==> config.mk <==
export PLATFORM = sky130hd
export DESIGN_NAME = tlc_seg0
export DESIGN_NICKNAME = d
export VERILOG_FILES = /design/src/rtl/core/tlc_pkg.sv /design/src/rtl/core/tlc_seg0.sv
export SDC_FILE = /design/constraint.sdc
export NUM_CORES = 2
export LEC_CHECK = 0
export BUFFER_PORTS_ARGS = -buffer_cell sky130_fd_sc_hd__buf_4
export CORE_MARGIN = 2
export CORE_UTILIZATION = 50
export CTS_BUF_LIST = sky130_fd_sc_hd__clkbuf_4
export CTS_CLUSTER_SIZE = 24
export DETAILED_ROUTE_END_ITERATION = 12
export HOLD_SLACK_MARGIN = 0.1
export PLACE_DENSITY = 0.66
export RECOVER_POWER = 25
export SLEW_MARGIN = 20
export SYNTH_ARGS = -nofsm -noshare
export SYNTH_HDL_FRONTEND = slang
export SYNTH_SLANG_ARGS = --single-unit
export TNS_END_PERCENT = 50
==> constraint.sdc <==
create_clock -name clk -period 18.63 [get_ports clk]
set_clock_uncertainty 0.1 [all_clocks]
set_input_delay 1.863 -clock clk [delete_from_list [all_inputs] [get_ports clk]]
set_output_delay 1.863 -clock clk [all_outputs]
set_load 0.02 [all_outputs]
==> src/rtl/core/tlc_pkg.sv <==
`default_nettype none

package tlc_pkg;

  // Field widths
  localparam int CNT_W    = 16;
  localparam int LUX_W    = 27;
  localparam int SEG_W    = 3;
  localparam int IN_DATA_W  = 32;
  localparam int OUT_DATA_W = 32;

  // Ratio is Q0.16; interpolation fraction keeps 15 bits; powers are Q0.24
  localparam int RATIO_W  = 16;
  localparam int FRAC_W   = 15;
  localparam int PWR_W    = 24;
  localparam int COEF_W   = 20;

  // Power table geometry: entry k stands for x = k / (2 * POW_ENTRIES)
  localparam int POW_ENTRIES = 64;
  localparam int POW_IDX_W   = $clog2(POW_ENTRIES + 1);
  localparam int T_W         = RATIO_W + POW_IDX_W;
  localparam int IDX_FULL_W  = T_W - FRAC_W;

  // Low segment datapath: A1*P, then A0*2^24 - A1*P (nonnegative part fits 43 bits)
  localparam int PROD1_W  = COEF_W + PWR_W;
  localparam int D_W      = 43;
  localparam int LO_SHIFT = 32;

  // Linear segments
  localparam int LIN_W     = COEF_W + CNT_W;
  localparam int LIN_SHIFT = 8;

  // Q0.24 coefficients
  localparam logic [COEF_W-1:0] A0 = 20'd510027;
  localparam logic [COEF_W-1:0] A1 = 20'd1040187;
  localparam logic [COEF_W-1:0] A2 = 20'd375810;
  localparam logic [COEF_W-1:0] A3 = 20'd520094;
  localparam logic [COEF_W-1:0] A4 = 20'd214748;
  localparam logic [COEF_W-1:0] A5 = 20'd256691;
  localparam logic [COEF_W-1:0] A6 = 20'd24495;
  localparam logic [COEF_W-1:0] A7 = 20'd18790;

  // Segment codes
  localparam logic [SEG_W-1:0] SEG_PWR  = 3'd0;
  localparam logic [SEG_W-1:0] SEG_LIN1 = 3'd1;
  localparam logic [SEG_W-1:0] SEG_LIN2 = 3'd2;
  localparam logic [SEG_W-1:0] SEG_LIN3 = 3'd3;
  localparam logic [SEG_W-1:0] SEG_ZERO = 3'd4;

  typedef logic [PWR_W-1:0] pow_tab_t [0:POW_ENTRIES];

  // true when p^5 * (2M)^7 <= 2^120 * k^7
  function automatic logic pow_fits(input logic [PWR_W-1:0] p, input int k);
    logic [255:0] lhs;
    logic [255:0] rhs;
    lhs = 256'(p);
    for (int i = 1; i < 5; i++) begin
      lhs = lhs * 256'(p);
    end
    rhs = 256'(1) << 120;
    for (int i = 0; i < 7; i++) begin
      lhs = lhs * 256'(2 * POW_ENTRIES);
      rhs = rhs * 256'(k);
    end
    return lhs <= rhs;
  endfunction

  // floor(2^24 * x^1.4), largest fitting value found bit by bit from the top
  function automatic pow_tab_t build_pow_tab();
    pow_tab_t tab;
    logic [PWR_W-1:0] p;
    logic [PWR_W-1:0] cand;
    for (int k = 0; k <= POW_ENTRIES; k++) begin
      p = '0;
      for (int bt = PWR_W - 1; bt >= 0; bt--) begin
        cand = p | (PWR_W'(1) << bt);
        if (pow_fits(cand, k)) begin
          p = cand;
        end
      end
      tab[k] = p;
    end
    return tab;
  endfunction

  localparam pow_tab_t POW_TAB = build_pow_tab();

endpackage

`default_nettype wire

==> src/rtl/core/tlc_seg0.sv <==
`default_nettype none

module tlc_seg0 (
  input  logic                      clk,
  input  logic                      en,
  input  logic [tlc_pkg::PWR_W-1:0] pwr,
  input  logic [tlc_pkg::CNT_W-1:0] bb,    // broadband count, aligned with d_r for the final multiply
  output logic [tlc_pkg::LUX_W-1:0] lux
);
  import tlc_pkg::*;

  logic [PROD1_W-1:0]     a1p_r;
  logic [PROD1_W:0]       full;
  logic [D_W-1:0]         d_r;
  logic [CNT_W+D_W-1:0]   prod;
  logic [LUX_W-1:0]       lux_r;

  always_ff @(posedge clk) begin
    if (en) begin
      a1p_r <= PROD1_W'(A1) * PROD1_W'(pwr);
    end
  end

  // B*A0*2^24 - B*A1*P = B*(A0*2^24 - A1*P); clamp the bracket at zero
  assign full = {1'b0, A0, {PWR_W{1'b0}}} - {1'b0, a1p_r};

  always_ff @(posedge clk) begin
    if (en) begin
      d_r <= full[PROD1_W] ? '0 : full[D_W-1:0];
    end
  end

  assign prod = (CNT_W+D_W)'(bb) * (CNT_W+D_W)'(d_r);

  always_ff @(posedge clk) begin
    if (en) begin
      lux_r <= prod[CNT_W+D_W-1:LO_SHIFT];
    end
  end

  assign lux = lux_r;

endmodule

`default_nettype wire

# == Word level (Yosys, flattened, before mapping) ==
# Cells that the tools add are included.
# totals
ff_bits,114
latch_bits,0
mem_bits_rw,0
romBits,0
out_inout_bits,27
mem_count,0
# classes
add_sub_neg,1
mul,2
n_div,0
order_cmp,0
n_eq_ne,0
shift,0
muxes,0
bitwise_logic,0
reduce_logical,0
# op_table
operator,n
multiplier 16 x 43 -> 59 bit,1
subtractor 43 x 44 -> 45 bit (first input constant),1
multiplier 20 x 24 -> 44 bit (first input constant),1

# == Longest topological paths before layout ==
# depth
ltp_word,1
depth_mapped,26
depth_no_buf,24

# == Least setup slack after synthesis ==
# No wires, ideal clock.
# synth_path
path_kind,input to register
startpoint,in bb[2] in the netlist's numbering
endpoint,reg lux_r[24] (netlist: lux[24]) (data pin)
arrival_time_ns,7.849
required_ns,18.269
slack_ns,10.420
cell_stages,25
path_buffers,3
cell_sequence,clkbuf_1 -> clkbuf_1 -> nand2_1 -> fa_1 -> inv_1 -> fa_1 -> inv_1 -> fa_1 -> inv_1 -> fa_1 -> fa_1 -> inv_1 -> fa_1 -> inv_1 -> ha_1 -> clkbuf_1 -> nand4_1 -> nor4_1 -> nand2_1 -> o311a_1 -> a21oi_1 -> a211oi_2 -> o21bai_1 -> nor4bb_1 -> a311o_1
# synth_between
elab_chain_cells,1
# synth_rtl
element,line_no,source
start: declaration,tlc_seg0.sv:7,"input logic [tlc_pkg::CNT_W-1:0] bb,"
multiplier 16 x 43 -> 59 bit,tlc_seg0.sv:33,assign prod = (CNT_W+D_W)'(bb) * (CNT_W+D_W)'(d_r);
net prod[56],tlc_seg0.sv:15,logic [CNT_W+D_W-1:0] prod;
end signal: assignment,tlc_seg0.sv:37,lux_r <= prod[CNT_W+D_W-1:LO_SHIFT];
end: declaration,tlc_seg0.sv:16,logic [LUX_W-1:0] lux_r;
# The timed path passes the listed nets, and every way through them passes these cells.
# A chain may end at the register's enable or synchronous reset.

# == Worst setup path in the final report ==
# layout_path
startpoint,in bb[1] in the netlist's numbering
endpoint,reg lux_r[24] (netlist: lux[24]) (data pin)
# The elaborated chain is that of the path after synthesis.

==> PnR_summary.wiki <==
{| class="wikitable"
! Metric !! Value
|-
| Initial antenna violation count || 1
|-
| Maximum number of pins on one net before global-route repair || 63
|-
| Library cell with the highest instance count after synthesis || inv_1
|-
| Per-instance average area after synthesis || 9.484 µm²
|-
| Number of post-CTS setup repair buffers || 0
|-
| Slew of the pin with the lowest slew margin || 3163 ps
|-
| Total congestion overflow after global routing || 0
|-
| Area used by multi-input combinational logic || 0.02760 mm²
|-
| Final Routed Wirelength || 85,100 µm
|-
| Number of cell rows || 97
|-
| Layout Nets || 4,853
|-
| Share of cells above drive strength 1 || 0.03198
|-
| Count of endpoints failing setup in the final report || 0
|-
| Startpoint of the lowest-slack register-to-register path || d_r[31]$_SDFFCE_PN0P_
|-
| Warnings from Yosys || 0
|-
| Hold/Removal Path Class || reg -> reg
|-
| Post-route setup TNS || 0 ps
|-
| I/O Buffers || 68
|-
| Inst Count DP || 4,600
|-
| Floorplan Core Area || 0.06991 mm²
|-
| Category of cells accounting for the largest share of critical-path delay || adder cells
|-
| Final hold viol count || 0
|-
| Synth area leaders || fa_1 (47%), ha_1 (11%), inv_1 (11%)
|-
| Number of instances in the synthesized netlist || 3,721
|-
| GPL Wtd Cong || 0.9610
|-
| Clock insertion delay at the later pin of the skew report || 560 ps
|-
| Crit-path slowest cell || fa_1
|-
| CTS sink count || 114
|-
| Initial Util || 0.5048
|-
| CP Max Fanout || 42
|-
| Iteration-0 DRC count of the detailed router || 1,362
|-
| Synth cell count leaders || inv_1 (1,003), fa_1 (823), nand2_1 (504)
|-
| Seq cells post-synth || 114
|-
| Failing checks || capacitance limit, slew limit
|-
| Buffer depth of the longest clock path || 2
|-
| Clock transition time at the flip-flop clock pins of the worst setup and hold paths || 140 ps
|-
| Relative slew slack || -1.109
|-
| Vias in the first global route || 26,626
|-
| Post-synth net total || 4,895
|-
| Clock period minus worst slack || 8361 ps
|-
| Final design utilization || 0.5259
|-
| Largest area contributor in the synthesized netlist || fa_1
|-
| Max Slew Vio Count || 117
|-
| Highest clock rate || 119.6 MHz
|-
| Die Width || 269.7 µm
|-
| Vias per std cell || 5.244
|-
| Proportion of netlist area held by the largest area contributor || 0.4669
|-
| Count of placed standard cells in the final layout, fillers left out || 4,631
|-
| Vias after detailed routing || 24,285
|-
| Post-Syn Area || 0.03529 mm²
|-
| Number of max-capacitance violations reported || 2
|-
| Area of the die || 0.07272 mm²
|-
| Category of the critical setup timing path || in -> reg
|-
| Number of H-tree levels || 4
|-
| Number of buffers created by CTS || 17
|-
| Share of the clock period used by the worst path after layout || 0.4488
|-
| Fill cells || 6,593
|-
| Worst hold path startpoint || a1p_r[43]$_DFFE_PP_
|-
| Critical path cell sequence || buf_4, nand2_1, fa_1, inv_1, fa_1, inv_1, fa_1, inv_1, fa_1, fa_1, inv_1, fa_1, inv_1, ha_1, inv_1, o21a_1, o31ai_1, a211oi_1, or4_1, a21oi_1, a211oi_2, o21bai_1, nor4bb_1, a311o_1
|-
| Die Ht || 269.7 µm
|-
| Run status || complete, but fails checks
|-
| Post_cts resized || 0
|-
| Unique cell type count in the Yosys netlist || 72
|-
| Aggregate global-route resource usage || 0.2463
|-
| Root buffer cell || clkbuf_4
|-
| Critical path endpoint category || register
|-
| Start point of the critical path || bb[1]
|-
| Bufs and invs on worst path || 7
|-
| Synthesis-to-layout area growth || 4.169%
|-
| WP data required || 18,880 ps
|-
| Number of remaining DRC errors || 0
|-
| Area taken by flip-flops and latches || 0.003423 mm²
|-
| RSZ-0062 raised after global routing || no
|-
| Number of enable-type register cells in the synthesized netlist || 114
|-
| Dominant register cell in the synthesized netlist || edfxtp_1
|-
| Arrival time at the worst endpoint || 8610 ps
|-
| Startpoint types || primary input
|-
| Register area share after synthesis || 0.09700
|-
| Fraction of synthesis flops using an asynchronous set or reset pin || 0
|-
| Total I/O pin count || 69
|-
| Placed wire-length estimate || 67,120 µm
|-
| Hold Buf Count CTS || 0
|-
| Largest stage delay on the critical path || 580 ps
|-
| Number of detailed-routing iterations run before antenna repair || 5
|-
| Global-route wire length before repair || 141,500 µm
|-
| Post-DR wirelength/cell || 18.38 µm
|-
| Count of nets left with antenna violations after detail routing || 0
|-
| TritonCTS clock tree || done
|}
-- placed cells by master (no fill, tap or decap), types with 5 or more instances in the layout --
master	count
xor2_1	40
a211oi_1	7
o21ai_1	7
inv_1	1003
nor2b_1	11
nor2_1	92
a21o_1	49
clkbuf_4	18
ha_1	309
and2_1	247
buf_4	67
nand2b_1	7
o21a_1	10
nand3_1	15
edfxtp_1	114
a21oi_1	88
o21bai_1	14
fa_1	823
nand4_1	23
o211ai_1	6
and3_1	7
clkbuf_1	5
xnor2_1	58
nand2_1	504
a31oi_1	10
nor3_1	22
clkinvlp_4	6
o21ai_0	36
-- flip-flops by register name, indices dropped and copies added, names as in the netlist --
signal / count
a1p_r: 44
lux: 27
d_r: 43
-- cell type report --
class                           count  area share
Antenna cell                        1  0.00006807
Clock buffer                       18    0.003676
Clock inverter                     12    0.003710
Inverter                         1003      0.1024
Multi-Input combinational cell   2471      0.7508
Sequential cell                   114     0.09312
Tap cell                          940     0.03199
Timing Repair Buffer               72     0.01419
-- cell families after synthesis --
kind of cell,share of synthesized area
AO/OA/AOI/OAI,0.05017
XOR/XNOR,0.02432
adder cells (fa/ha/maj),0.5764
buffers and inverters,0.1209
flip-flops,0.09700
multiplexers,0.001170
AND/OR/NAND/NOR,0.1300
-- through the flow --
step | hold slack (ps) | cell area [µm²] | setup WS, ps
after floorplan | 435.8 | 35290 | 10420
after global placement | 461.3 | 36510 | 9782
after detailed placement | 472.6 | 36510 | 9677
after CTS | 498.4 | 36780 | 10370
after global routing | 528.5 | 36760 | 9923
final | 503.4 | 36760 | 10270
-- routing by layer --
metal,GRT usage,part of all wire,vias to the layer above
met5,0,0,-
met4,0.06506,0.025,0
met3,0.02538,0.056,147
met2,0.4278,0.50,767
met1,0.3308,0.42,12451
li1,-,-,10920
-- final timing paths --
| check | endpoint | slack, ps | cells after the start |
|---|---|---|---|
| worst max-delay path | lux[24]$_DFFE_PP_ | 10270 | 24 |
| worst min register to register | d_r[38]$_SDFFCE_PN0P_ | 500 | 1 |
| worst min-delay path | d_r[38]$_SDFFCE_PN0P_ | 500 | 1 |
| worst max register to register | lux[24]$_DFFE_PP_ | 11090 | 22 |
Power is not shown: default switching activity piles up to over one toggle a cycle in this logic, so the estimate is an artifact.
