--- src/rtl/core/tlc_pkg.sv ---
`default_nettype none

package tlc_pkg;

  // Field widths
  localparam int CNT_W    = 16;
  localparam int LUX_W    = 27;
  localparam int SEG_W    = 3;
  localparam int IN_DATA_W  = 32;
  localparam int OUT_DATA_W = 32;

  // Ratio is Q0.16; interpolation fraction keeps 15 bits; powers are Q0.24
  localparam int RATIO_W  = 16;
  localparam int FRAC_W   = 15;
  localparam int PWR_W    = 24;
  localparam int COEF_W   = 20;

  // Power table geometry: entry k stands for x = k / (2 * POW_ENTRIES)
  localparam int POW_ENTRIES = 64;
  localparam int POW_IDX_W   = $clog2(POW_ENTRIES + 1);
  localparam int T_W         = RATIO_W + POW_IDX_W;
  localparam int IDX_FULL_W  = T_W - FRAC_W;

  // Low segment datapath: A1*P, then A0*2^24 - A1*P (nonnegative part fits 43 bits)
  localparam int PROD1_W  = COEF_W + PWR_W;
  localparam int D_W      = 43;
  localparam int LO_SHIFT = 32;

  // Linear segments
  localparam int LIN_W     = COEF_W + CNT_W;
  localparam int LIN_SHIFT = 8;

  // Q0.24 coefficients
  localparam logic [COEF_W-1:0] A0 = 20'd510027;
  localparam logic [COEF_W-1:0] A1 = 20'd1040187;
  localparam logic [COEF_W-1:0] A2 = 20'd375810;
  localparam logic [COEF_W-1:0] A3 = 20'd520094;
  localparam logic [COEF_W-1:0] A4 = 20'd214748;
  localparam logic [COEF_W-1:0] A5 = 20'd256691;
  localparam logic [COEF_W-1:0] A6 = 20'd24495;
  localparam logic [COEF_W-1:0] A7 = 20'd18790;

  // Segment codes
  localparam logic [SEG_W-1:0] SEG_PWR  = 3'd0;
  localparam logic [SEG_W-1:0] SEG_LIN1 = 3'd1;
  localparam logic [SEG_W-1:0] SEG_LIN2 = 3'd2;
  localparam logic [SEG_W-1:0] SEG_LIN3 = 3'd3;
  localparam logic [SEG_W-1:0] SEG_ZERO = 3'd4;

  typedef logic [PWR_W-1:0] pow_tab_t [0:POW_ENTRIES];

  // true when p^5 * (2M)^7 <= 2^120 * k^7
  function automatic logic pow_fits(input logic [PWR_W-1:0] p, input int k);
    logic [255:0] lhs;
    logic [255:0] rhs;
    lhs = 256'(p);
    for (int i = 1; i < 5; i++) begin
      lhs = lhs * 256'(p);
    end
    rhs = 256'(1) << 120;
    for (int i = 0; i < 7; i++) begin
      lhs = lhs * 256'(2 * POW_ENTRIES);
      rhs = rhs * 256'(k);
    end
    return lhs <= rhs;
  endfunction

  // floor(2^24 * x^1.4), largest fitting value found bit by bit from the top
  function automatic pow_tab_t build_pow_tab();
    pow_tab_t tab;
    logic [PWR_W-1:0] p;
    logic [PWR_W-1:0] cand;
    for (int k = 0; k <= POW_ENTRIES; k++) begin
      p = '0;
      for (int bt = PWR_W - 1; bt >= 0; bt--) begin
        cand = p | (PWR_W'(1) << bt);
        if (pow_fits(cand, k)) begin
          p = cand;
        end
      end
      tab[k] = p;
    end
    return tab;
  endfunction

  localparam pow_tab_t POW_TAB = build_pow_tab();

endpackage

`default_nettype wire

--- src/rtl/core/tlc_pow.sv ---
`default_nettype none

module tlc_pow (
  input  logic                        clk,
  input  logic                        en,
  input  logic [tlc_pkg::RATIO_W-1:0] ratio,
  output logic [tlc_pkg::PWR_W-1:0]   pwr
);
  import tlc_pkg::*;

  logic [T_W-1:0]        t;
  logic [IDX_FULL_W-1:0] idx_full;
  logic [POW_IDX_W-1:0]  lo;
  logic [POW_IDX_W-1:0]  hi;
  logic [PWR_W-1:0]      a_nxt;
  logic [PWR_W-1:0]      diff_nxt;
  logic [PWR_W-1:0]      b_val;

  logic [PWR_W-1:0]      a_r;
  logic [PWR_W-1:0]      diff_r;
  logic [FRAC_W-1:0]     f_r;
  logic [PWR_W-1:0]      pwr_r;

  logic [PWR_W+FRAC_W-1:0] step;

  assign t        = T_W'(ratio) * T_W'(POW_ENTRIES);
  assign idx_full = t[T_W-1:FRAC_W];
  assign lo       = idx_full[POW_IDX_W-1:0];
  assign hi       = lo + POW_IDX_W'(1);

  always_comb begin
    b_val = '0;
    if (idx_full >= IDX_FULL_W'(POW_ENTRIES)) begin
      a_nxt    = POW_TAB[POW_ENTRIES];
      diff_nxt = '0;
    end else begin
      a_nxt = POW_TAB[lo];
      b_val = POW_TAB[hi];
      diff_nxt = (b_val < a_nxt) ? '0 : b_val - a_nxt;
    end
  end

  always_ff @(posedge clk) begin
    if (en) begin
      a_r    <= a_nxt;
      diff_r <= diff_nxt;
      f_r    <= t[FRAC_W-1:0];
    end
  end

  assign step = (PWR_W+FRAC_W)'(diff_r) * (PWR_W+FRAC_W)'(f_r);

  always_ff @(posedge clk) begin
    if (en) begin
      pwr_r <= a_r + step[PWR_W+FRAC_W-1:FRAC_W];
    end
  end

  assign pwr = pwr_r;

endmodule

`default_nettype wire

--- config.mk ---
export PLATFORM = sky130hd
export DESIGN_NAME = tlc_pow
export DESIGN_NICKNAME = d
export VERILOG_FILES = /design/src/rtl/core/tlc_pkg.sv /design/src/rtl/core/tlc_pow.sv
export SDC_FILE = /design/constraint.sdc
export NUM_CORES = 1
export LEC_CHECK = 0
export BUFFER_PORTS_ARGS = -buffer_cell sky130_fd_sc_hd__buf_2
export CAP_MARGIN = 20
export CELL_PAD_IN_SITES_DETAIL_PLACEMENT = 0
export CELL_PAD_IN_SITES_GLOBAL_PLACEMENT = 2
export CORE_AREA = 2 2 193 195
export DETAILED_ROUTE_END_ITERATION = 7
export DIE_AREA = 0 0 195 197
export HOLD_SLACK_MARGIN = 0.1
export PLACE_DENSITY_LB_ADDON = 0.1
export RECOVER_POWER = 25
export SETUP_SLACK_MARGIN = 0.5
export SYNTH_ARGS = -nofsm -noshare
export SYNTH_HDL_FRONTEND = slang
export SYNTH_SLANG_ARGS = --single-unit
--- constraint.sdc ---
create_clock -name clk -period 10.66 [get_ports clk]
set_input_delay 0 -clock clk [delete_from_list [all_inputs] [get_ports clk]]
set_output_delay 0 -clock clk [all_outputs]
set_load 0.05 [all_outputs]
Word-level counts from Yosys, hierarchy flattened
Memory sizes are Yosys's and may differ from the RTL's.
Cells that the tools add are included.
{"block": "classes", "n_mux": 4, "n_mul": 1, "addsub": 3, "order_cmp": 4, "reduce_logical": 1, "bitwise_logic": 2}
{"cell": "two-way mux 24 bit", "n": 4}
{"cell": "multiplier 24 x 9 -> 33 bit", "n": 1}
{"cell": "adder 24 bit", "n": 1}
{"cell": "< comparator 24 bit", "n": 1}
{"cell": "subtractor 24 bit", "n": 1}
{"cell": ">= comparator 8 bit, second input constant", "n": 2}
{"cell": "NOT 7 -> 8 bit", "n": 2}
{"cell": "adder 7 x 1 -> 7 bit, second input constant", "n": 1}
{"cell": ">= comparator 7 bit, second input constant", "n": 1}
{"cell": "OR reduction 2 bit", "n": 1}
{"block": "totals", "output_inout_bits": 24, "input_bits": 18, "regBits": 81, "mem_count": 2, "mem_bits_ro": 6144, "word_cells": 21}
{"memory": "(name not given)", "depth": 128, "word_bits": 24, "read_ports": 1, "rd_clocked_by_memory_dff": 0, "wr": 0, "line_no": "tlc_pow.sv:38", "rtl": "b_val = POW_TAB[hi];"}
{"memory": "(name not given)", "depth": 128, "word_bits": 24, "read_ports": 1, "rd_clocked_by_memory_dff": 0, "wr": 0, "line_no": "tlc_pow.sv:37", "rtl": "a_nxt = POW_TAB[lo];"}

Logic depth before layout (Yosys ltp)
{"block": "depth", "ltp_word": 7, "depth_mapped": 28, "mapped_depth_nobuf": 27}

Worst setup path after synthesis
Ideal clock, no wire load.
{"block": "synth_timing", "kind": "register to register", "from": "reg f_r[6]", "to": "reg pwr_r[22], in the netlist pwr[22] (data pin)", "synth_period_minus_slack_ps": 6730, "required_time_ps": 10396, "n_path_buf": 1, "stages_incl_launch_ff": 28, "arrival_time_ps": 6466, "setup_ps": 264, "slack_ps": 3930, "cell_sequence": "edfxtp_1 > clkbuf_1 > nand2_1 > fa_1 > inv_1 > fa_1 > fa_1 > inv_1 > fa_1 > inv_1 > ha_1 > a21oi_1 > o21ai_1 > a221o_2 > and2_4 > o21a_1 > or2_1 > a21oi_1 > xnor2_1 > ha_1 > o21a_1 > o21a_1 > o211ai_1 > o211a_1 > or4_4 > a41oi_2 > or4b_1 > nand4_1"}
{"block": "synth_via", "elab_chain_cells": 2}
{"item": "start: declaration", "line_no": "tlc_pow.sv:21", "rtl": "logic [FRAC_W-1:0] f_r;"}
{"item": "start signal: assignment", "line_no": "tlc_pow.sv:47", "rtl": "f_r <= t[FRAC_W-1:0];"}
{"item": "multiplier 24 x 9 -> 33 bit", "line_no": "tlc_pow.sv:51", "rtl": "assign step = (PWR_W+FRAC_W)'(diff_r) * (PWR_W+FRAC_W)'(f_r);"}
{"item": "adder 24 bit", "line_no": "tlc_pow.sv:55", "rtl": "pwr_r <= a_r + step[PWR_W+FRAC_W-1:FRAC_W];"}
{"item": "end signal: assignment", "line_no": "tlc_pow.sv:55"}
{"item": "end: declaration", "line_no": "tlc_pow.sv:22", "rtl": "logic [PWR_W-1:0] pwr_r;"}
Every way passes these cells.
A chain may end at the register's enable or synchronous reset.

Worst setup path after layout
{"block": "layout_timing", "from": "in ratio[13] in the netlist's numbering", "to": "reg diff_r[18] (data pin)"}
{"block": "layout_via", "elab_chain_cells": 7, "elab_cells_between_ends": 13, "classes_between": "2 x add/sub; 2 x order compare; 4 x mux; 2 x bitwise; 1 x reduce/logical; 2 x memory"}
{"item": "start: declaration", "line_no": "tlc_pow.sv:6", "rtl": "input logic [tlc_pkg::RATIO_W-1:0] ratio,"}
{"item": "adder 7 x 1 -> 7 bit", "line_no": "tlc_pow.sv:29", "rtl": "assign hi = lo + POW_IDX_W'(1);"}
{"item": "NOT 7 -> 8 bit (implied by the code)", "line_no": "tlc_pow.sv:38"}
{"item": "memory (128 x 24 bit)"}
{"item": "two-way mux 24 bit (implied by the code) (2 in a row)", "line_no": "tlc_pow.sv:38"}
{"item": "< comparator 24 bit", "line_no": "tlc_pow.sv:39", "rtl": "diff_nxt = (b_val < a_nxt) ? '0 : b_val - a_nxt;"}
{"item": "OR reduction 2 bit (no line)"}
{"item": "end signal: assignment", "line_no": "tlc_pow.sv:46", "rtl": "diff_r <= diff_nxt;"}
{"item": "end: declaration", "line_no": "tlc_pow.sv:20", "rtl": "logic [PWR_W-1:0] diff_r;"}
Parallel ways exist; a longest one is shown, timed or not. The select of a mux whose other input is x is not followed.

==> flow_summary.ini <==
[layout]
multi_input_comb_area_mm2 = 0.0117
finish.net_count = 2186
seq_area_mm2 = 0.00240
antenna_cells = 0
drive_gt1_frac = 0.0502
final_core_util = 0.450
fin_area_mm2 = 0.0163
n_fill_cell = 3750
syn_to_final_growth_pct = 5.59
most-common-layout-cells = nand2_1 (219), inv_1 (218), fa_1 (157)
mostFrequentLayoutCell = nand2_1

[timing]
slew_viol_final = 56
slew_headroom = -0.719
fmax_mhz = 131
worst_slew_pin_slew_ps = 2580
tns_ps = 0
period_share = 0.718
rsz0062_at_grt = no
finalHoldViolCount = 0
finalSetupViolCount = 0
clock_skew_ps = 9.08
min_period_ps = 7650

[critical_path]
critPathRequiredTime_ps = 10820
cp_top_family = buffers and inverters
cp_cell_sequence = buf_2 -> clkbuf_1 -> clkinv_1 -> xnor2_2 -> buf_4 -> a21oi_1 -> nor2_1 -> a31oi_1 -> o211ai_1 -> nand3_1 -> ha_1 -> fa_1 -> and2b_1 -> o21ai_2 -> a21boi_2 -> o221ai_2 -> a211oi_2 -> o2111ai_1 -> a41o_1 -> a21oi_1
arrival_ps = 7810
crit_slowest_cell = clkbuf_1
worstPathMaxFanout = 55
criticalPathCategory = in2reg
max_stage_delay_ps = 1810
r2r_slack_ps = 3040
cp-end-kind = flop
crit_path_start_kind = primary input
crit_top_cell = a21oi_1
worstPathBufferInverterCount = 4

[placement]
hpwlAfterDp_mm = 36.7
gp_congestion = 0.867
dpl-instance-area_mm2 = 0.0160
portBuffers = 41

[synth]
synth_edf_count = 80
syn_area_per_cell_um2 = 8.03
yosys.area.top_type_share = 0.204
ys_seq_area_frac = 0.156
syn_inst = 1922
syn-cell-area_mm2 = 0.0154
synth-main-ff-cell = edfxtp_1
synth_warnings = 0
async_flop_share = 0
ys_top_cells_by_area = fa_1 (20%), edfxtp_1 (16%), ha_1 (10%)
yosys_register_bits = 80
synth_area_leader_cell = fa_1
syn_nets = 2221
yosysUniqueCellTypes = 85

[drt]
wl_mm = 50.0
drtPass1Iterations = 7
route.detailed.drc = 0
wl_per_cell_um = 21.2
vias_per_cell = 5.83
vias = 13800
ant_nets = 0
drt_iter0_markers = 1253

[global_route]
grt_overflow_total = 0
first_global_vias = 13800
grt_use_total = 0.264
grt_max_degree = 73
antenna_found_initial = 0
grt_pass1_wl_mm = 79.2

[clock_network]
clk_path_buf_depth = 2
clk_pin_slew_ps = 70
cts-root-buf = clkbuf_16
cts_tree = built
cts_made_buffers = 9
htree_levels = 3
postCtsSetupRepairBufs = 0
clock_sinks = 80
insertion_delay_ps = 360

[floorplan]
die_h_um = 197
dieWidth_um = 195
rows = 70
ios = 42
core_area_mm2 = 0.0363
die_area_mm2 = 0.0384
initial_utilization = 0.426

[flow_run]
drv_cap = 1

[run_status]
violations = capacitance limit, slew limit
status = finished, violations left

[hold_path]
hold_path_class = in2reg
[final timing paths]
path	to	start	cells after the start
setup / recovery	diff_r[18]$_SDFFCE_PP0P_	ratio[13]	20
hold / removal	a_r[1]$_SDFFCE_PP0P_	ratio[15]	2
setup reg to reg	pwr[22]$_DFFE_PP_	f_r[6]$_DFFE_PP_	26
hold reg to reg	pwr[0]$_DFFE_PP_	a_r[0]$_SDFFCE_PP0P_	1
[cells in the mapped netlist, types with 9 or more instances]
master / instances
nand2_1: 219
inv_1: 218
fa_1: 157
nor2_1: 154
a21oi_1: 128
and2_1: 125
ha_1: 124
o21ai_0: 90
clkbuf_1: 83
edfxtp_1: 80
nor3_1: 46
nand3_1: 44
xnor2_1: 34
a211oi_1: 33
o211ai_1: 28
buf_2: 25
xor2_1: 22
a31oi_1: 20
o21a_1: 20
a311oi_1: 19
nand2b_1: 18
o311ai_0: 15
nor2b_1: 14
a21o_1: 13
a221oi_1: 13
buf_1: 13
o221ai_1: 9
[final cells by class]
type | count | share of cell area
timing repair buffer | 77 | 0.0285
tap | 468 | 0.0359
clock inverter | 6 | 0.00276
multi-input combinational | 1496 | 0.720
sequential | 80 | 0.147
inverter | 223 | 0.0513
clock buffer | 10 | 0.0140
[metal layers]
metal  global-route usage  vias to the layer above  wire [µm]
li1                     -                     6512          -
met5                    0                        -          0
met2                0.447                      390      23900
met3               0.0294                       80       2190
met1                0.348                     6787      22100
met4                0.102                        0       1790
[sequential cells by signal, indices dropped and copies added (netlist names)]
register / flops
a_r: 23
diff_r: 24
f_r: 9
pwr: 24
[repair_timing]
action                                 CTS  global route
endpoints found under the hold margin   21             0
resized for setup                        0             0
hold buffers                            10             0
[logic make-up (layout without fill, tap and decap cells)]
logic type,after synthesis,in the layout,synth area share
AO/OA/AOI/OAI,468,468,0.202
XOR/XNOR,58,58,0.0339
adder cells (fa/ha/maj),281,281,0.304
buffers and inverters,346,316,0.0869
flip-flops,80,80,0.156
multiplexers,3,3,0.00194
AND/OR/NAND/NOR,686,686,0.215
[stage by stage]
stage | setup WS [ps] | hold slack, ps | instances
5_1_grt | 2420 | 321 | 2360
2_1_floorplan | 3930 | 98.9 | 1922
4_1_cts | 3070 | 285 | 2359
3_5_place_dp | 3100 | 179 | 2333
3_3_place_gp | 3200 | 177 | 2333
6_report | 3010 | 312 | 2360
[worst reg2reg max path, cell delays in order, from the launching register on]
cell	delay [ps]
edfxtp_1	920
nand2_1	190
fa_1	570
inv_1	50
fa_1	500
fa_1	550
inv_1	50
fa_1	480
inv_1	50
ha_1	330
a21oi_1	160
o21ai_1	100
a221o_2	470
and2_4	200
o21a_1	170
or2_1	230
a21oi_1	190
xnor2_1	100
ha_1	390
o21a_1	160
o21a_1	150
o211ai_1	120
o211a_1	270
or4_4	540
a41oi_2	230
or4b_1	140
nand4_1	60
Power is not shown: default switching activity piles up to over one toggle a cycle in this logic, so the estimate is an artifact.
