--- src/rtl/core/tlc_pkg.sv ---
`default_nettype none

package tlc_pkg;

  // Field widths
  localparam int CNT_W    = 16;
  localparam int LUX_W    = 27;
  localparam int SEG_W    = 3;
  localparam int IN_DATA_W  = 32;
  localparam int OUT_DATA_W = 32;

  // Ratio is Q0.16; interpolation fraction keeps 15 bits; powers are Q0.24
  localparam int RATIO_W  = 16;
  localparam int FRAC_W   = 15;
  localparam int PWR_W    = 24;
  localparam int COEF_W   = 20;

  // Power table geometry: entry k stands for x = k / (2 * POW_ENTRIES)
  localparam int POW_ENTRIES = 64;
  localparam int POW_IDX_W   = $clog2(POW_ENTRIES + 1);
  localparam int T_W         = RATIO_W + POW_IDX_W;
  localparam int IDX_FULL_W  = T_W - FRAC_W;

  // Low segment datapath: A1*P, then A0*2^24 - A1*P (nonnegative part fits 43 bits)
  localparam int PROD1_W  = COEF_W + PWR_W;
  localparam int D_W      = 43;
  localparam int LO_SHIFT = 32;

  // Linear segments
  localparam int LIN_W     = COEF_W + CNT_W;
  localparam int LIN_SHIFT = 8;

  // Q0.24 coefficients
  localparam logic [COEF_W-1:0] A0 = 20'd510027;
  localparam logic [COEF_W-1:0] A1 = 20'd1040187;
  localparam logic [COEF_W-1:0] A2 = 20'd375810;
  localparam logic [COEF_W-1:0] A3 = 20'd520094;
  localparam logic [COEF_W-1:0] A4 = 20'd214748;
  localparam logic [COEF_W-1:0] A5 = 20'd256691;
  localparam logic [COEF_W-1:0] A6 = 20'd24495;
  localparam logic [COEF_W-1:0] A7 = 20'd18790;

  // Segment codes
  localparam logic [SEG_W-1:0] SEG_PWR  = 3'd0;
  localparam logic [SEG_W-1:0] SEG_LIN1 = 3'd1;
  localparam logic [SEG_W-1:0] SEG_LIN2 = 3'd2;
  localparam logic [SEG_W-1:0] SEG_LIN3 = 3'd3;
  localparam logic [SEG_W-1:0] SEG_ZERO = 3'd4;

  typedef logic [PWR_W-1:0] pow_tab_t [0:POW_ENTRIES];

  // true when p^5 * (2M)^7 <= 2^120 * k^7
  function automatic logic pow_fits(input logic [PWR_W-1:0] p, input int k);
    logic [255:0] lhs;
    logic [255:0] rhs;
    lhs = 256'(p);
    for (int i = 1; i < 5; i++) begin
      lhs = lhs * 256'(p);
    end
    rhs = 256'(1) << 120;
    for (int i = 0; i < 7; i++) begin
      lhs = lhs * 256'(2 * POW_ENTRIES);
      rhs = rhs * 256'(k);
    end
    return lhs <= rhs;
  endfunction

  // floor(2^24 * x^1.4), largest fitting value found bit by bit from the top
  function automatic pow_tab_t build_pow_tab();
    pow_tab_t tab;
    logic [PWR_W-1:0] p;
    logic [PWR_W-1:0] cand;
    for (int k = 0; k <= POW_ENTRIES; k++) begin
      p = '0;
      for (int bt = PWR_W - 1; bt >= 0; bt--) begin
        cand = p | (PWR_W'(1) << bt);
        if (pow_fits(cand, k)) begin
          p = cand;
        end
      end
      tab[k] = p;
    end
    return tab;
  endfunction

  localparam pow_tab_t POW_TAB = build_pow_tab();

endpackage

`default_nettype wire

--- src/rtl/core/tlc_div.sv ---
`default_nettype none

module tlc_div (
  input  logic                        clk,
  input  logic                        en,
  input  logic [tlc_pkg::CNT_W-1:0]   dividend,
  input  logic [tlc_pkg::CNT_W-1:0]   divisor,
  output logic [tlc_pkg::RATIO_W-1:0] quot
);
  import tlc_pkg::*;

  // Restoring division of dividend*2^16 by divisor, four quotient bits per stage.
  // Exact only when dividend < divisor, which holds for every low-segment item.
  localparam int STEPS  = 4;
  localparam int STAGES = RATIO_W / STEPS;

  logic [CNT_W-1:0]   rem_r [STAGES];
  logic [RATIO_W-1:0] q_r   [STAGES];
  logic [CNT_W-1:0]   dvs_r [STAGES];

  for (genvar s = 0; s < STAGES; s++) begin : g_stg
    logic [CNT_W-1:0]   rem_in;
    logic [CNT_W-1:0]   dvs_in;
    logic [RATIO_W-1:0] q_in;
    logic [CNT_W-1:0]   rem_nxt;
    logic [RATIO_W-1:0] q_nxt;

    if (s == 0) begin : g_first
      assign rem_in = dividend;
      assign dvs_in = divisor;
      assign q_in   = '0;
    end else begin : g_rest
      assign rem_in = rem_r[s-1];
      assign dvs_in = dvs_r[s-1];
      assign q_in   = q_r[s-1];
    end

    always_comb begin
      logic [CNT_W:0] sh;
      rem_nxt = rem_in;
      q_nxt   = q_in;
      for (int j = 0; j < STEPS; j++) begin
        sh = {rem_nxt, 1'b0};
        if (sh >= {1'b0, dvs_in}) begin
          rem_nxt = CNT_W'(sh - {1'b0, dvs_in});
          q_nxt   = {q_nxt[RATIO_W-2:0], 1'b1};
        end else begin
          rem_nxt = sh[CNT_W-1:0];
          q_nxt   = {q_nxt[RATIO_W-2:0], 1'b0};
        end
      end
    end

    always_ff @(posedge clk) begin
      if (en) begin
        rem_r[s] <= rem_nxt;
        q_r[s]   <= q_nxt;
        dvs_r[s] <= dvs_in;
      end
    end
  end

  assign quot = q_r[STAGES-1];

endmodule

`default_nettype wire

--- config.mk ---
export PLATFORM = sky130hd
export DESIGN_NAME = tlc_div
export DESIGN_NICKNAME = d
export VERILOG_FILES = /design/src/rtl/core/tlc_pkg.sv /design/src/rtl/core/tlc_div.sv
export SDC_FILE = /design/constraint.sdc
export NUM_CORES = 1
export LEC_CHECK = 0
export ABC_AREA = 1
export BUFFER_PORTS_ARGS = -buffer_cell sky130_fd_sc_hd__buf_2
export CAP_MARGIN = 10
export CORE_MARGIN = 2
export CORE_UTILIZATION = 59
export DETAILED_ROUTE_END_ITERATION = 7
export PLACE_DENSITY = 0.84
export SLEW_MARGIN = 20
export SYNTH_ARGS = -nofsm -noshare
export SYNTH_HDL_FRONTEND = slang
export SYNTH_SLANG_ARGS = --single-unit
--- constraint.sdc ---
create_clock -name clk -period 6.6 [get_ports clk]
set_input_delay 0.66 -clock clk [delete_from_list [all_inputs] [get_ports clk]]
set_output_delay 0.66 -clock clk [all_outputs]
set_load 0.005 [all_outputs]
==> summary.txt, run 1 <==
Run status
  • Run status: stopped before the end
  • Last stage reached: 4_1_cts
  • First Err: [ERROR DPL-0038] Utilization greater than 100%, impossible to legalize

Synth
  • FF+latch count, synth: 136
  • Sequential share of the synthesized area: 21.4%
  • Post-synth top area share: 21.4%
  • Yosys top cell by area: edfxtp_1
  • Syn Area/Cell: 6.75 µm²
  • Async SR Flop Fraction: 0%
  • Post-synth EDFFs: 136
  • Ys Warns: 0
  • Synth Instances: 2831
  • Top FF cell, synth: edfxtp_1
  • Post-synth net total: 3113
  • Dominant cells by area after synthesis: edfxtp_1, nand2_1, ha_1
  • Netlist cell types: 53
  • Synthesized area: 19100 µm²

Die
  • Die width: 184 µm
  • Starting Density: 60.3%
  • Site Rows: 65
  • I/O pins: 50
  • Chip height: 184 µm

Clock network
  • CTS H-Tree Depth: 4
  • Clock Sinks: 136
  • # hold bufs at CTS: 0
  • Post-CTS Setup Repair Bufs: 199
  • Post-cts resize count: 909
  • CTS Buf Count: 17
  • Root Buffer: clkbuf_16
  • CTS Buffer Depth: 2

Placed design
  • Cell total after placement: 4178
  • Post-DP HPWL: 70.2 mm
  • Final GP Congestion: 1.12
  • PortBufs: 49
==> through the flow <==
step                setup WS, ns  hold slack [ns]  instance area (µm²)
floorplan                -0.0384            0.400                19600
detailed placement         -1.40            0.405                27100
global placement          -0.602            0.401                27100
==> cells by family after synthesis <==
logic type,count (synthesis),share of synthesized area [%]
compound gates,502,14.7
buf+inv,376,8.33
flops,136,21.4
simple gates,1385,30.8
xor+xnor,184,8.43
fa+ha+maj,248,16.4
==> synth_stat cells (2+ instances only) <==
cell       count
nor4_1        11
buf_2         12
nand3_1      164
a21oi_4        2
or2_1          3
o211ai_1       6
nor3_1        19
xor2_1        89
nand2_4        2
edfxtp_1     136
inv_2         15
buf_4         15
nor2_2         6
and2_1         3
or2_2         19
a21oi_1      224
nor2_4         3
inv_4          5
nand3_4        3
fa_1           4
xnor2_1       95
o21bai_1      11
nand4_1       17
a211oi_1       6
o21ai_0      142
o21a_1        13
nand2_2       21
nand2_1      901
nand3_2       16
nor2_1       181
a31o_2         5
buf_6         13
a31oi_1        8
inv_1        315
nand3b_1      11
a21oi_2        2
a21boi_1       2
a21boi_0      15
o21ai_2        9
ha_1         244
a21o_1        14
o21ai_1       32
o2111ai_1      7
==> run 2: changes to the inputs <==
- CORE_UTILIZATION: 59 -> 40
- PLACE_DENSITY: 0.84 -> default
- PLACE_DENSITY_LB_ADDON: default -> 0.15
- clock period: 6.6 -> 8.6 ns (I/O delays scaled with it)
==> run 2 against run 1 <==
Against the previous run: the flow now finishes without violations; synthesized cell count unchanged; area after synthesis unchanged.
==> summary.txt, run 2 <==
Run status
  • Run status: finished clean

Synth
  • Top FF cell, synth: edfxtp_1
  • Syn Area/Cell: 6.75 µm² (unchanged)
  • Dominant cells by area after synthesis: edfxtp_1, nand2_1, ha_1
  • Most instantiated cells after synthesis: nand2_1, inv_1, ha_1
  • FF+latch count, synth: 136 (unchanged)
  • Synthesized area: 19100 µm² (unchanged)
  • Post-synth top area share: 21.4% (unchanged)
  • Async SR Flop Fraction: 0% (unchanged)
  • Most frequent cell after synthesis: nand2_1
  • Sequential share of the synthesized area: 21.4% (unchanged)
  • Ys Warns: 0 (unchanged)
  • Yosys top cell by area: edfxtp_1
  • Netlist cell types: 53 (unchanged)
  • Post-synth EDFFs: 136 (unchanged)
  • Synth Instances: 2831 (unchanged)
  • Post-synth net total: 3113 (unchanged)

Global route
  • First-pass GRT wire length: 95.6 mm
  • GRT Total Usage: 24.4%
  • Largest net degree at the start of global routing: 86
  • Initial antenna violation count: 1
  • Vias in the first global route: 18100
  • Gr ovfl total: 0

Detailed routing
  • Detailed Route WL: 60.7 mm
  • Via Count: 19200
  • First-pass DRT Iterations: 5
  • DR top layer: met4
  • Post-DR wirelength/cell: 16.7 µm
  • Detailed Route Iter0 Violations: 1260
  • # DRC: 0
  • Antenna viol nets, final: 0
  • Routed met2 length: 27.7 mm
  • Via density: 5.28
  • Met1 wire length: 28.0 mm
  • Routed length on met3: 2.73 mm

STA
  • Slew Limit Fails: 0
  • Final Hold Fails: 0
  • Worst-Margin Slew: 0.768 ns
  • Final setup viols: 0
  • Period utilization: 93.8%
  • Final min period: 8.06 ns
  • Headroom to the max-slew limit: 48.8%
  • Max Freq: 124 MHz
  • Final Skew: 0.0168 ns

Setup path
  • Required @ worst endpoint: 8.83 ns
  • Internal reg-to-reg setup slack: 0.71 ns
  • CP Capture Type: flop
  • Kind of critical path: primary input to flop
  • Crit-path slowest cell: ha_1
  • CP peak stage delay: 0.41 ns
  • CP dominant cell by count: nand2_1
  • CP max FO: 20
  • Arrival @ worst endpoint: 8.30 ns
  • Critical path startpoint category: primary input

Clock network
  • Clock Sinks: 136 (unchanged)
  • Clk slew on worst S/H paths: 0.07 ns
  • Clock latency on the worst-skew pair: 0.47 ns
  • Root Buffer: clkbuf_16
  • # hold bufs at CTS: 0 (unchanged)
  • CTS H-Tree Depth: 4 (unchanged)
  • CTS tree: done
  • CTS Buffer Depth: 2 (unchanged)
  • CTS Buf Count: 17 (unchanged)

Placed design
  • PortBufs: 49 (unchanged)
  • DP Area: 20900 µm² (-23%)
  • Post-DP HPWL: 50.9 mm (-27%)
  • Final GP Congestion: 0.976 (-13%)

Finish
  • Final Cell Area: 21700 µm²
  • Layout Nets: 3287
  • Share of cells above drive strength 1: 11.5%
  • Regs by FF count: dvs_r x48, rem_r x48, q_r x40
  • Leading cell type in the layout, fill and taps excluded: nand2_1
  • Area growth syn-to-layout: 13.2%
  • Most frequent cells in the layout: nand2_1, inv_1, ha_1

Job
  • Maximum capacitance violations: 0

Die
  • Site Rows: 80 (+23%)
  • Chip height: 223 µm (+21%)
  • Die area: 49600 µm²
  • Die width: 223 µm (+21%)
  • CORE AREA: 47400 µm²
  • Starting Density: 40.3% (-20 points)
  • I/O pins: 50 (unchanged)

Worst hold path
  • HP Class: flop to flop
## run 2: cell counts after synthesis
No cell type changed its count.
## run 2: area by class of cell
class	count	area (µm²)
flip-flops and latches	136	4080
inverters	335	1270
repair buffers	193	1410
fillers	5001	25800
multi-input cells	2322	13500
clock buffers	17	425
diodes	1	2.50
clock inverters	15	154
well taps	615	769
## run 2: timing repair
item,4_1_cts,5_1_grt
setup buffers,0,4
resized for setup,0,19
setup endpoints to repair,0,42
## run 2: final timing paths
path                                  start            to  cells after the start
worst max-delay path             divisor[8]  rem_r[0][14]                     47
worst min-delay path              q_r[0][0]     q_r[1][4]                      0
worst max register to register  dvs_r[1][6]  rem_r[2][15]                     48
worst min register to register    q_r[0][0]     q_r[1][4]                      0
## run 2: routing by layer
metal | track usage [%] | vias to the layer above
met1 | 32.0 | 8786
met4 | 9.44 | 0
li1 | - | 9801
met2 | 40.7 | 473
met5 | 0 | -
met3 | 3.32 | 113
## run 2: metrics by stage
step                      util (%)  hold slack, ns  std cells  setup slack (ns)  TNS [ns]
after detailed placement      44.1           0.405       3594             0.193         0
after CTS                     45.3           0.414       3626             0.310         0
after global routing          45.6           0.415       3633           -0.0680    -0.691
after global placement        44.1           0.402       3594             0.275         0
final                         45.6           0.413       3634             0.535         0
after floorplan                  -           0.400       2831              1.25         0
## run 2: critical path: cells and delay by family
family	cells	cell delay [ns]
simple gates	25	3.39
fa+ha+maj	4	1.43
xor+xnor	1	0.16
compound gates	8	1.37
buf+inv	9	1.07
## run 2: kinds of logic after synthesis
group / share of synthesized area, %
xor+xnor: 8.43
simple gates: 30.8
compound gates: 14.7
buf+inv: 8.33
flops: 21.4
fa+ha+maj: 16.4
Power of run 2 is not shown: default switching activity piles up to over one toggle a cycle in this logic, so the estimate is an artifact.
==> run 3: changes to the inputs <==
- CORE_UTILIZATION: 40 -> 41
==> run 3 against run 2 <==
Against the previous run: sequential share of layout area decreased by 0.29 points; final cell count rose by 1.1%; final area grew 1.6%; register-to-register slack worse by 0.04 ns; first-iteration DRC count rose by 24%; non-clock buffer count increased by 49; critical path type unchanged; critical endpoint is now rem_r[0][15].
==> summary.txt, run 3 (synthesis gave the netlist of run 2 again) <==
Run status
  • Run status: finished clean

Detailed routing
  • Antenna viol nets, final: 0 (unchanged)
  • # DRC: 0 (unchanged)
  • Detailed Route Iter0 Violations: 1557 (+24%)
  • Via Count: 19200 (+0.12%)
  • Detailed Route WL: 60.8 mm (+0.17%)
  • First-pass DRT Iterations: 5 (unchanged)
  • Post-DR wirelength/cell: 16.6 µm (-0.90%)
  • Via density: 5.23 (-0.94%)

Global route
  • Gr ovfl total: 0 (unchanged)
  • GRT Total Usage: 25.3% (+0.93 points)
  • Vias in the first global route: 18200 (+0.38%)
  • First-pass GRT wire length: 96.0 mm (+0.43%)
  • Initial antenna violation count: 0 (-1)
  • Largest net degree at the start of global routing: 80 (-7.0%)

STA
  • Setup TNS: 0 ns (unchanged)
  • Headroom to the max-slew limit: 29.4% (-19 points)
  • Final setup viols: 0 (unchanged)
  • Worst-Margin Slew: 1.06 ns (+0.291 ns)
  • Final min period: 8.03 ns (-0.0356 ns)
  • Slew Limit Fails: 0 (unchanged)
  • Max Freq: 125 MHz (+0.44%)
  • Final Hold Fails: 0 (unchanged)
  • Final Skew: 0.0188 ns (+0.00202 ns)
  • Period utilization: 93.4% (-0.41 points)

Die
  • Site Rows: 79 (-1.3%)
  • Starting Density: 41.3% (+1.0 points)
  • Die area: 48400 µm² (-2.4%)
  • CORE AREA: 46300 µm² (-2.5%)
  • Die width: 220 µm (-1.2%)
  • I/O pins: 50 (unchanged)
  • Chip height: 220 µm (-1.2%)

Placed design
  • Final GP Congestion: 0.985 (+0.88%)
  • Post-DP HPWL: 51.1 mm (+0.21%)
  • PortBufs: 49 (unchanged)

Clock network
  • CTS Buf Count: 17 (unchanged)
  • CTS Buffer Depth: 2 (unchanged)
  • Clk slew on worst S/H paths: 0.07 ns (about the same)
  • Clock latency on the worst-skew pair: 0.47 ns (about the same)
  • # hold bufs at CTS: 0 (unchanged)
  • Root Buffer: clkbuf_16
  • Clock Sinks: 136 (unchanged)
  • CTS H-Tree Depth: 4 (unchanged)
  • CTS tree: done

Finish
  • # diodes: 0 (-1)
  • Regs by FF count: dvs_r x48, rem_r x48, q_r x40
  • Share of cells above drive strength 1: 13.1% (+1.6 points)
  • Most frequent cells in the layout: nand2_1, inv_1, ha_1
  • Leading cell type in the layout, fill and taps excluded: nand2_1
  • Area growth syn-to-layout: 15.0%
  • Layout Nets: 3335 (+1.5%)

Setup path
  • CP dominant cell by count: nand2_1
  • Critical path startpoint category: primary input
  • CP peak stage delay: 0.40 ns (about the same)
  • Internal reg-to-reg setup slack: 0.67 ns (-0.04 ns)
  • Required @ worst endpoint: 8.79 ns (-0.04 ns)
  • Crit-path slowest cell: ha_1
  • Arrival @ worst endpoint: 8.22 ns (-0.08 ns)
  • CP Capture Type: flop
  • Kind of critical path: primary input to flop
  • CP max FO: 16 (-20%)

Job
  • Maximum capacitance violations: 0 (unchanged)

Worst hold path
  • HP Class: flop to flop
## run 3: cell types whose count changed in the layout (fill, tap and decap cells not counted), moves of 3 or more
cell      previous run  this run
buf_4              137       187
o21ai_0            137       131
o21ai_1             36        41
inv_2               18        14
inv_8                4         0
clkinv_4             2         5
ha_1               244       241
ha_2                 0         3
## run 3: final timing paths
| kind | from | to | cells after the start |
|---|---|---|---|
| setup reg to reg | dvs_r[1][11] | rem_r[2][4] | 45 |
| hold reg to reg | q_r[2][3] | q_r[3][7] | 0 |
| hold / removal | q_r[2][3] | q_r[3][7] | 0 |
| setup / recovery | divisor[8] | rem_r[0][15] | 52 |
## run 3: cell type report
class | count | area, µm²
Clock buffer | 17 | 425
Clock inverter | 15 | 143
Fill cell | 4738 | 24300
Inverter | 335 | 1270
Multi-Input combinational cell | 2321 | 13500
Sequential cell | 136 | 4080
Tap cell | 607 | 759
Timing Repair Buffer | 242 | 1780
## run 3: metal layers
layer	GRT usage (%)	share of wire, %	vias up
met5	0	0	-
met4	8.30	2.9	0
met3	3.29	4.4	98
met2	41.8	45	486
met1	34.2	47	8737
li1	-	-	9875
## run 3: repair_timing
action | CTS | global route
buffers inserted | 0 | 8
hold endpoints to repair | 0 | 0
gates resized for setup | 0 | 33
endpoints found under the setup margin | 0 | 51
## run 3: critical path, delay by kind of cell
kind                     cells  cell delay (ns)
buffers and inverters       13             1.65
AO/OA/AOI/OAI                6             0.89
adder cells (fa/ha/maj)      4             1.37
AND/OR/NAND/NOR             29             3.43
## run 3: through the flow
stage,utilization (%),instances,cell area [µm²],hold WS (ns),setup slack (ns)
after floorplan,-,2831,19100,0.400,1.25
after global placement,46.0,3631,21300,0.402,-0.0234
after detailed placement,46.0,3631,21300,0.405,-0.0902
after CTS,47.2,3663,21800,0.419,0.364
after global routing,47.5,3673,22000,0.422,-0.0241
final,47.5,3673,22000,0.417,0.571
Power of run 3 is left out for the same reason.
